**config.mk**
```make
export PLATFORM = sky130hd
export DESIGN_NAME = dual_mode_deadband_p_regulator
export DESIGN_NICKNAME = d
export VERILOG_FILES = /design/src/sv/dmdpr_pkg.sv /design/src/sv/dual_mode_deadband_p_regulator.sv
export SDC_FILE = /design/constraint.sdc
export NUM_CORES = 2
export LEC_CHECK = 0
export BUFFER_PORTS_ARGS = -buffer_cell sky130_fd_sc_hd__buf_2
export CORE_MARGIN = 1
export CORE_UTILIZATION = 40
export DETAILED_ROUTE_END_ITERATION = 8
export GPL_TIMING_DRIVEN = 0
export PLACE_DENSITY = 0.65
export SLEW_MARGIN = 30
export SYNTH_ARGS = -nofsm -noshare
export SYNTH_HDL_FRONTEND = slang
export SYNTH_SLANG_ARGS = --single-unit
```
**constraint.sdc**
```tcl
create_clock -name clk -period 11.64 [get_ports clk]
set_clock_uncertainty 0.2 [all_clocks]
set_input_delay 1.746 -clock clk [delete_from_list [all_inputs] [get_ports clk]]
set_output_delay 1.746 -clock clk [all_outputs]
set_load 0.02 [all_outputs]
```
**src/sv/dmdpr_pkg.sv**
```systemverilog
// Shared constants for the dual-mode deadband proportional regulator.
package dmdpr_pkg;

	localparam int IN_TDATA_W  = 104;
	localparam int OUT_TDATA_W = 40;
	localparam int CFG_IDX_W   = 3;
	localparam int CFG_DATA_W  = 32;

	localparam logic [CFG_IDX_W-1:0] REG_PRESSURE_GAIN      = 3'd0;
	localparam logic [CFG_IDX_W-1:0] REG_FLOW_GAIN          = 3'd1;
	localparam logic [CFG_IDX_W-1:0] REG_PRESSURE_THRESHOLD = 3'd2;
	localparam logic [CFG_IDX_W-1:0] REG_FLOW_THRESHOLD     = 3'd3;
	localparam logic [CFG_IDX_W-1:0] REG_UPDATE_PERIOD      = 3'd4;

	localparam logic [15:0] UPDATE_PERIOD_RST = 16'd10;
	localparam logic [15:0] FEED_SCALE        = 16'd20000;

	localparam logic [1:0] MODE_OFF      = 2'd0;
	localparam logic [1:0] MODE_PRESSURE = 2'd1;
	localparam logic [1:0] MODE_FLOW     = 2'd2;

	typedef logic [2:0] seq_state_t;

endpackage

```
**src/sv/dual_mode_deadband_p_regulator.sv**
```systemverilog
// Dual-mode deadband proportional regulator, top level.
//
// Channel  | Dir | Transaction carries
// s_axis   | in  | one refresh tick: flags, target, pressure and flow samples
// m_axis   | out | one result per tick: feed command, stop, mode, running
// cfg      | in  | register write: gains, thresholds, update period
//
// A tick without an update goes from accept to ST_DONE, where the result loads;
// an update inside the deadband first passes ST_DIFF and ST_CMP (difference,
// deadband compare); one outside it also ST_MUL0 to ST_MUL3 (four passes of the
// shared 33x16 multiplier, saturation). One tick is in flight at a time; ready returns as the result loads.
// arst_n clears control state and the configuration registers to their reset values.
// A result waiting on m_axis_tready does not block the next accept.
module dual_mode_deadband_p_regulator (
	input  logic                                 clk,
	input  logic                                 arst_n,
	input  logic                                 s_axis_tvalid,
	output logic                                 s_axis_tready,
	// work_enable, quit_request, set_pressure, set_flow, target_value,
	// stall_detected, motor_moving, present_pressure, present_flow, zero pad
	input  logic [dmdpr_pkg::IN_TDATA_W-1:0]     s_axis_tdata,
	output logic                                 m_axis_tvalid,
	input  logic                                 m_axis_tready,
	// feed_valid, feed_distance, stop_motor, active_mode, is_running, zero pad
	output logic [dmdpr_pkg::OUT_TDATA_W-1:0]    m_axis_tdata,
	input  logic                                 cfg_wen,
	input  logic [dmdpr_pkg::CFG_IDX_W-1:0]      cfg_index,
	input  logic [dmdpr_pkg::CFG_DATA_W-1:0]     cfg_data
);
	import dmdpr_pkg::*;

	localparam seq_state_t ST_IDLE = 3'd0;
	localparam seq_state_t ST_DIFF = 3'd1;
	localparam seq_state_t ST_CMP  = 3'd2;
	localparam seq_state_t ST_MUL0 = 3'd3;
	localparam seq_state_t ST_MUL1 = 3'd4;
	localparam seq_state_t ST_MUL2 = 3'd5;
	localparam seq_state_t ST_MUL3 = 3'd6;
	localparam seq_state_t ST_DONE = 3'd7;

	// input fields
	logic        in_work, in_quit, in_set_p, in_set_f, in_stall, in_moving;
	logic [31:0] in_target, in_pres, in_flow;

	assign in_work   = s_axis_tdata[0];
	assign in_quit   = s_axis_tdata[1];
	assign in_set_p  = s_axis_tdata[2];
	assign in_set_f  = s_axis_tdata[3];
	assign in_target = s_axis_tdata[35:4];
	assign in_stall  = s_axis_tdata[36];
	assign in_moving = s_axis_tdata[37];
	assign in_pres   = s_axis_tdata[69:38];
	assign in_flow   = s_axis_tdata[101:70];

	// configuration
	logic [31:0] p_gain_q, f_gain_q;
	logic [30:0] p_thr_q, f_thr_q;
	logic [15:0] period_q;

	always_ff @(posedge clk or negedge arst_n) begin
		if (!arst_n) begin
			p_gain_q <= '0;
			f_gain_q <= '0;
			p_thr_q  <= '0;
			f_thr_q  <= '0;
			period_q <= UPDATE_PERIOD_RST;
		end else if (cfg_wen) begin
			unique case (cfg_index)
				REG_PRESSURE_GAIN:      p_gain_q <= cfg_data;
				REG_FLOW_GAIN:          f_gain_q <= cfg_data;
				REG_PRESSURE_THRESHOLD: p_thr_q  <= cfg_data[30:0];
				REG_FLOW_THRESHOLD:     f_thr_q  <= cfg_data[30:0];
				REG_UPDATE_PERIOD:      period_q <= cfg_data[15:0];
				default: ;
			endcase
		end
	end

	// control state
	seq_state_t  state_q;
	logic        running_q;
	logic [1:0]  mode_q;
	logic [31:0] target_q;
	logic [15:0] tick_q;

	// per-tick working registers
	logic [31:0] op_present_q, op_gain_q;
	logic [30:0] op_thr_q;
	logic        upd_q, feed_q, neg_q;
	logic        res_stop_q, res_run_q;
	logic [1:0]  res_mode_q;
	logic [32:0] diff_q, mag_d_q;
	logic [15:0] gain_lo_q, gain_hi_q;
	logic [63:0] acc_q;
	logic [47:0] q_q;

	// output register
	logic        out_valid_q;
	logic [36:0] out_data_q;

	logic accept;
	assign s_axis_tready = (state_q == ST_IDLE);
	assign accept        = s_axis_tvalid && s_axis_tready;

	// tick decision
	logic        nx_running, nx_stop, nx_upd;
	logic [1:0]  nx_mode, set_mode;
	logic [31:0] nx_target;
	logic [15:0] nx_tick, tick_inc;

	always_comb begin
		nx_running = running_q;
		nx_mode    = mode_q;
		nx_target  = target_q;
		nx_tick    = tick_q;
		nx_stop    = 1'b0;
		nx_upd     = 1'b0;
		set_mode   = mode_q;
		tick_inc   = tick_q + 16'd1;
		if (!running_q) begin
			nx_running = in_work;
		end else if (!in_work) begin
			nx_running = 1'b0;
			nx_mode    = MODE_OFF;
			nx_target  = '0;
			nx_tick    = '0;
		end else if (in_quit) begin
			nx_mode = MODE_OFF;
			nx_stop = 1'b1;
		end else begin
			if (in_set_p || in_set_f) begin
				nx_target = in_target;
			end
			if (in_set_f) begin
				set_mode = MODE_FLOW;
			end else if (in_set_p) begin
				set_mode = MODE_PRESSURE;
			end
			nx_mode = in_stall ? MODE_OFF : set_mode;
			if (nx_mode == MODE_OFF) begin
				nx_tick = '0;
			end else if (tick_inc >= period_q) begin
				nx_tick = '0;
				nx_upd  = !in_moving;
			end else begin
				nx_tick = tick_inc;
			end
		end
	end

	// shared 33x16 multiplier
	logic [32:0] mul_a;
	logic [15:0] mul_b;
	logic [48:0] mul_p;

	always_comb begin
		mul_a = mag_d_q;
		mul_b = gain_lo_q;
		case (state_q)
			ST_MUL1: mul_b = gain_hi_q;
			ST_MUL2: begin
				mul_a = {1'b0, acc_q[63:32]};
				mul_b = FEED_SCALE;
			end
			ST_MUL3: begin
				mul_a = {1'b0, acc_q[31:0]};
				mul_b = FEED_SCALE;
			end
			default: ;
		endcase
		mul_p = {16'd0, mul_a} * {33'd0, mul_b};
	end

	// deadband compare and gain magnitude
	logic [32:0] mag_d;
	logic [31:0] mag_g;
	assign mag_d = diff_q[32] ? (33'd0 - diff_q) : diff_q;
	assign mag_g = op_gain_q[31] ? (32'd0 - op_gain_q) : op_gain_q;

	// saturation
	logic [31:0] sat_dist;
	always_comb begin
		if (neg_q) begin
			sat_dist = (q_q >= 48'h0000_8000_0000) ? 32'h8000_0000 : (32'd0 - q_q[31:0]);
		end else begin
			sat_dist = (q_q > 48'h0000_7FFF_FFFF) ? 32'h7FFF_FFFF : q_q[31:0];
		end
	end

	logic done_fire;
	assign done_fire = (state_q == ST_DONE) && (!out_valid_q || m_axis_tready);

	always_ff @(posedge clk or negedge arst_n) begin
		if (!arst_n) begin
			state_q     <= ST_IDLE;
			running_q   <= 1'b0;
			mode_q      <= MODE_OFF;
			target_q    <= '0;
			tick_q      <= '0;
			out_valid_q <= 1'b0;
		end else begin
			if (done_fire) begin
				out_valid_q <= 1'b1;
			end else if (m_axis_tready) begin
				out_valid_q <= 1'b0;
			end
			unique case (state_q)
				ST_IDLE: begin
					if (accept) begin
						running_q <= nx_running;
						mode_q    <= nx_mode;
						target_q  <= nx_target;
						tick_q    <= nx_tick;
						state_q   <= nx_upd ? ST_DIFF : ST_DONE;
					end
				end
				ST_DIFF: state_q <= ST_CMP;
				ST_CMP:  state_q <= (mag_d >= {2'b00, op_thr_q}) ? ST_MUL0 : ST_DONE;
				ST_MUL0: state_q <= ST_MUL1;
				ST_MUL1: state_q <= ST_MUL2;
				ST_MUL2: state_q <= ST_MUL3;
				ST_MUL3: state_q <= ST_DONE;
				ST_DONE: begin
					if (done_fire) begin
						state_q <= ST_IDLE;
					end
				end
				default: state_q <= ST_IDLE;
			endcase
		end
	end

	always_ff @(posedge clk) begin
		if (accept) begin
			op_present_q <= (nx_mode == MODE_FLOW) ? in_flow : in_pres;
			op_gain_q    <= (nx_mode == MODE_FLOW) ? f_gain_q : p_gain_q;
			op_thr_q     <= (nx_mode == MODE_FLOW) ? f_thr_q : p_thr_q;
			upd_q        <= nx_upd;
			feed_q       <= 1'b0;
			res_stop_q   <= nx_stop;
			res_mode_q   <= nx_mode;
			res_run_q    <= nx_running;
		end
		if (state_q == ST_DIFF) begin
			diff_q <= {target_q[31], target_q} - {op_present_q[31], op_present_q};
		end
		if (state_q == ST_CMP) begin
			mag_d_q   <= mag_d;
			gain_lo_q <= mag_g[15:0];
			gain_hi_q <= mag_g[31:16];
			neg_q     <= diff_q[32] ^ op_gain_q[31];
			feed_q    <= upd_q && (mag_d >= {2'b00, op_thr_q});
		end
		if (state_q == ST_MUL0) begin
			acc_q <= {15'd0, mul_p};
		end
		if (state_q == ST_MUL1) begin
			acc_q <= acc_q + {mul_p[47:0], 16'd0};
		end
		if (state_q == ST_MUL2) begin
			q_q <= mul_p[47:0];
		end
		if (state_q == ST_MUL3) begin
			q_q <= q_q + {31'd0, mul_p[48:32]};
		end
		if (done_fire) begin
			out_data_q <= {res_run_q, res_mode_q, res_stop_q,
				(feed_q ? sat_dist : 32'd0), feed_q};
		end
	end

	assign m_axis_tvalid = out_valid_q;
	assign m_axis_tdata  = {3'd0, out_data_q};

endmodule

```
==> results.toml <==
[setup_path]
critical_path.reg2reg.startpoint = "state_q[0]"
crit_family = "adder cells"
critPathCaptureType = "flop"
critPathKind = "flop to flop"
ff2ff_path_depth = 40
setup.worst_path.start_class = "flop"
reg_to_reg_setup_timing_slack_ns = 0.34
maximum_fanout_along_the_worst_path = 10
critical_path_at_ns = 11.54
crit_end = "q_q[33]"
path_buf_inv = 8
critical-path-max-stage-delay_ns = 0.58
cp_common_cell = "sky130_fd_sc_hd__fa_1"
critical_path_depth = 40
critical_path_required_ns = 11.89
critical-path-slowest-cell = "sky130_fd_sc_hd__fa_1"
reg2reg_end = "q_q[33]"
startpoint = "state_q[0]"

[synthesis]
combinational_family_with_the_most_area_after_synthesis = "adder cells"
yosys-top-cells-area = "sky130_fd_sc_hd__edfxtp_1, sky130_fd_sc_hd__fa_1, sky130_fd_sc_hd__dfrtp_1"
synth_cell_type_count = 75
synth.top_cell.area_share_pct = 22.6
syn_area_um2 = 46400
post_synth_fa_ha_maj_area_fraction_pct = 26.1
synth_simple_gate_area_share_pct = 13.0
synth_seq_cells = 546
ys_async_sr_fraction_pct = 36.1
synth.yosys.seq_area_share_pct = 33.2
syn-instance-count = 4655
number_of_enable_flip_flop_cells_after_synthesis = 349
post_synth_xor_area_fraction_pct = 4.62
cell_taking_the_most_area_after_synthesis = "sky130_fd_sc_hd__edfxtp_1"
netlist_top_cells_count = "sky130_fd_sc_hd__inv_1, sky130_fd_sc_hd__nand2_1, sky130_fd_sc_hd__fa_1"
synth-compound-area-share_pct = 10.5
synthMostInstantiatedCell = "sky130_fd_sc_hd__inv_1"
post_synth_mux_area_share_pct = 5.67
synthesis.yosys.warnings = 0
synthFlopType = "sky130_fd_sc_hd__edfxtp_1"
post_synth.cell_area_avg_um2 = 9.96

[global_route]
grt_pass1_wl_mm = 212
first_global_vias = 35300
overflow = 0
grt.total_usage_pct = 23.9
antenna_found_initial = 0
grt_start_max_net_pins = 87

[clock_tree]
ctsLongestPathBuffers = 3
tritoncts_num_sinks = 546
cts_buffers = 60
tritoncts = "yes"
ctsHtreeMaxLevel = 2
clock_latency_ns = 0.69
clk_transition_reported_paths_ns = 0.06
root_buffer = "sky130_fd_sc_hd__clkbuf_16"

[sta]
maxClockFrequency_ghz = 0.0885
max_slew.worst_pin.slew_ns = 1.03
report.final.setup_viol = 0
period_minus_slack_ns = 11.30
hold_viol = 0
maxSlewViolCount = 0
max_slew_margin_pct = 30.7
min_period_over_period_pct = 97.1

[routing]
totalWireLength_mm = 140
postRouteAntennaNets = 0
wire_per_inst_um = 21.6
vias = 35700
initialDrtViolationCount = 3338
post_drt_via_cell_ratio = 5.49
drc = 0
drt_pass1_iterations = 8
m1WireLength_mm = 56.3
top_signal_layer_used = "met4"
wl_met3_mm = 12.4
met2_length_mm = 65.1

[outcome]
result_of_the_run = "finished clean"

[die]
rows = 124
io-pin-count = 186
start_util_pct = 40.5
die_width_um = 343
design.core.area_um2 = 115000
die_h_um = 343
dieArea_um2 = 117000

[place]
io_buffer_count = 180
dpl.hpwl_mm = 112
gp_routability_congestion = 1.02

[layout]
final_layout_size_suffix_gt1_share_pct = 15.8
nFillCells = 10700
flow.area_growth_from_synthesis_pct = 14.1
nets = 5787
final_core_utilization_pct = 46.1

[job]
number_of_max_cap_violations = 0

[worst_hold_path]
hp-class = "flop to flop"
holdPathStages = 0
## worst min-delay path by stage
stage | startpoint | endpoint | slack [ns]
floorplan | res_stop_q | out_data_q[33] | 0.20
global placement | res_mode_q[1] | out_data_q[35] | 0.20
finish | res_mode_q[0] | out_data_q[34] | 0.22
CTS | res_mode_q[0] | out_data_q[34] | 0.22
global route | res_mode_q[0] | out_data_q[34] | 0.24
detailed placement | res_mode_q[0] | out_data_q[34] | 0.21
## per-layer routing
metal | vias up | track usage (%)
li1 | 16200 | -
met1 | 17700 | 31.0
met2 | 1559 | 38.5
met3 | 314 | 5.19
met4 | 0 | 10.0
met5 | - | 0
## kinds of logic (layout without fill, tap and decap cells)
group,count (synthesis),after routing
simple gates,1345,1345
buf+inv,843,1172
compound gates,734,734
fa+ha+maj,708,708
flops,546,546
xor+xnor,243,243
mux,235,235
other cells,1,7
## per-stage QoR
stage	area (um2)	std cells	setup slack, ns	hold slack (ns)	setup TNS, ns
2_1_floorplan	46400	4657	1.13	0.200	0
6_report	52900	6502	0.343	0.221	0
3_3_place_gp	49200	6349	-2.40	0.205	-88.80
3_5_place_dp	49700	6368	-2.07	0.208	-78.26
4_1_cts	52300	6473	0.000731	0.223	0
5_1_grt	52900	6498	-0.0337	0.240	-0.0991
## layout make-up
| type | instances | area (um2) | area share (%) |
|---|---|---|---|
| antenna | 4 | 10.0 | 0.0189 |
| buffer | 170 | 790 | 1.49 |
| clock buffer | 77 | 1670 | 3.15 |
| clock inverter | 36 | 435 | 0.823 |
| inverter | 649 | 2440 | 4.62 |
| multi-input combinational | 3268 | 28700 | 54.2 |
| sequential | 546 | 15400 | 29.1 |
| tap | 1512 | 1890 | 3.58 |
| timing repair buffer | 240 | 1560 | 2.94 |
## timing repair
item                       in CTS  in global routing
setup endpoints to repair      68                 49
setup buffers                   8                 33
hold buffers                    0                  0
resized for setup             129                128
pin swaps                       7                 24
## registers in the layout, indices dropped and copies added, names as in the netlist, 32 cells and up
register      cells
acc_q            64
p_gain_q         32
op_present_q     32
out_data_q       37
target_q         32
diff_q           33
mag_d_q          33
op_gain_q        32
q_q              48
f_gain_q         32
## cells in the final DEF, fill, tap and decap left out, drive strengths merged, types with 12 or more instances in the layout
cell    count
a211oi     15
a21o       87
a21oi     165
a221o      30
a221oi     24
a22o       34
a31oi      28
and2       61
and3       58
buf       274
clkbuf    212
clkinv     19
dfrtp     195
edfxtp    349
fa        435
ha        273
inv       652
mux2      223
mux2i      12
nand2     635
nand2b     42
nand3      63
nand4      22
nor2      307
nor2b      28
nor3       28
o21a       16
o21ai     194
o21bai     20
o31ai      33
o41ai      17
or2        16
or3        35
or4        14
xnor2     167
xor2       75
Power is not shown: default switching activity piles up to over one toggle a cycle in this logic, so the estimate is an artifact.
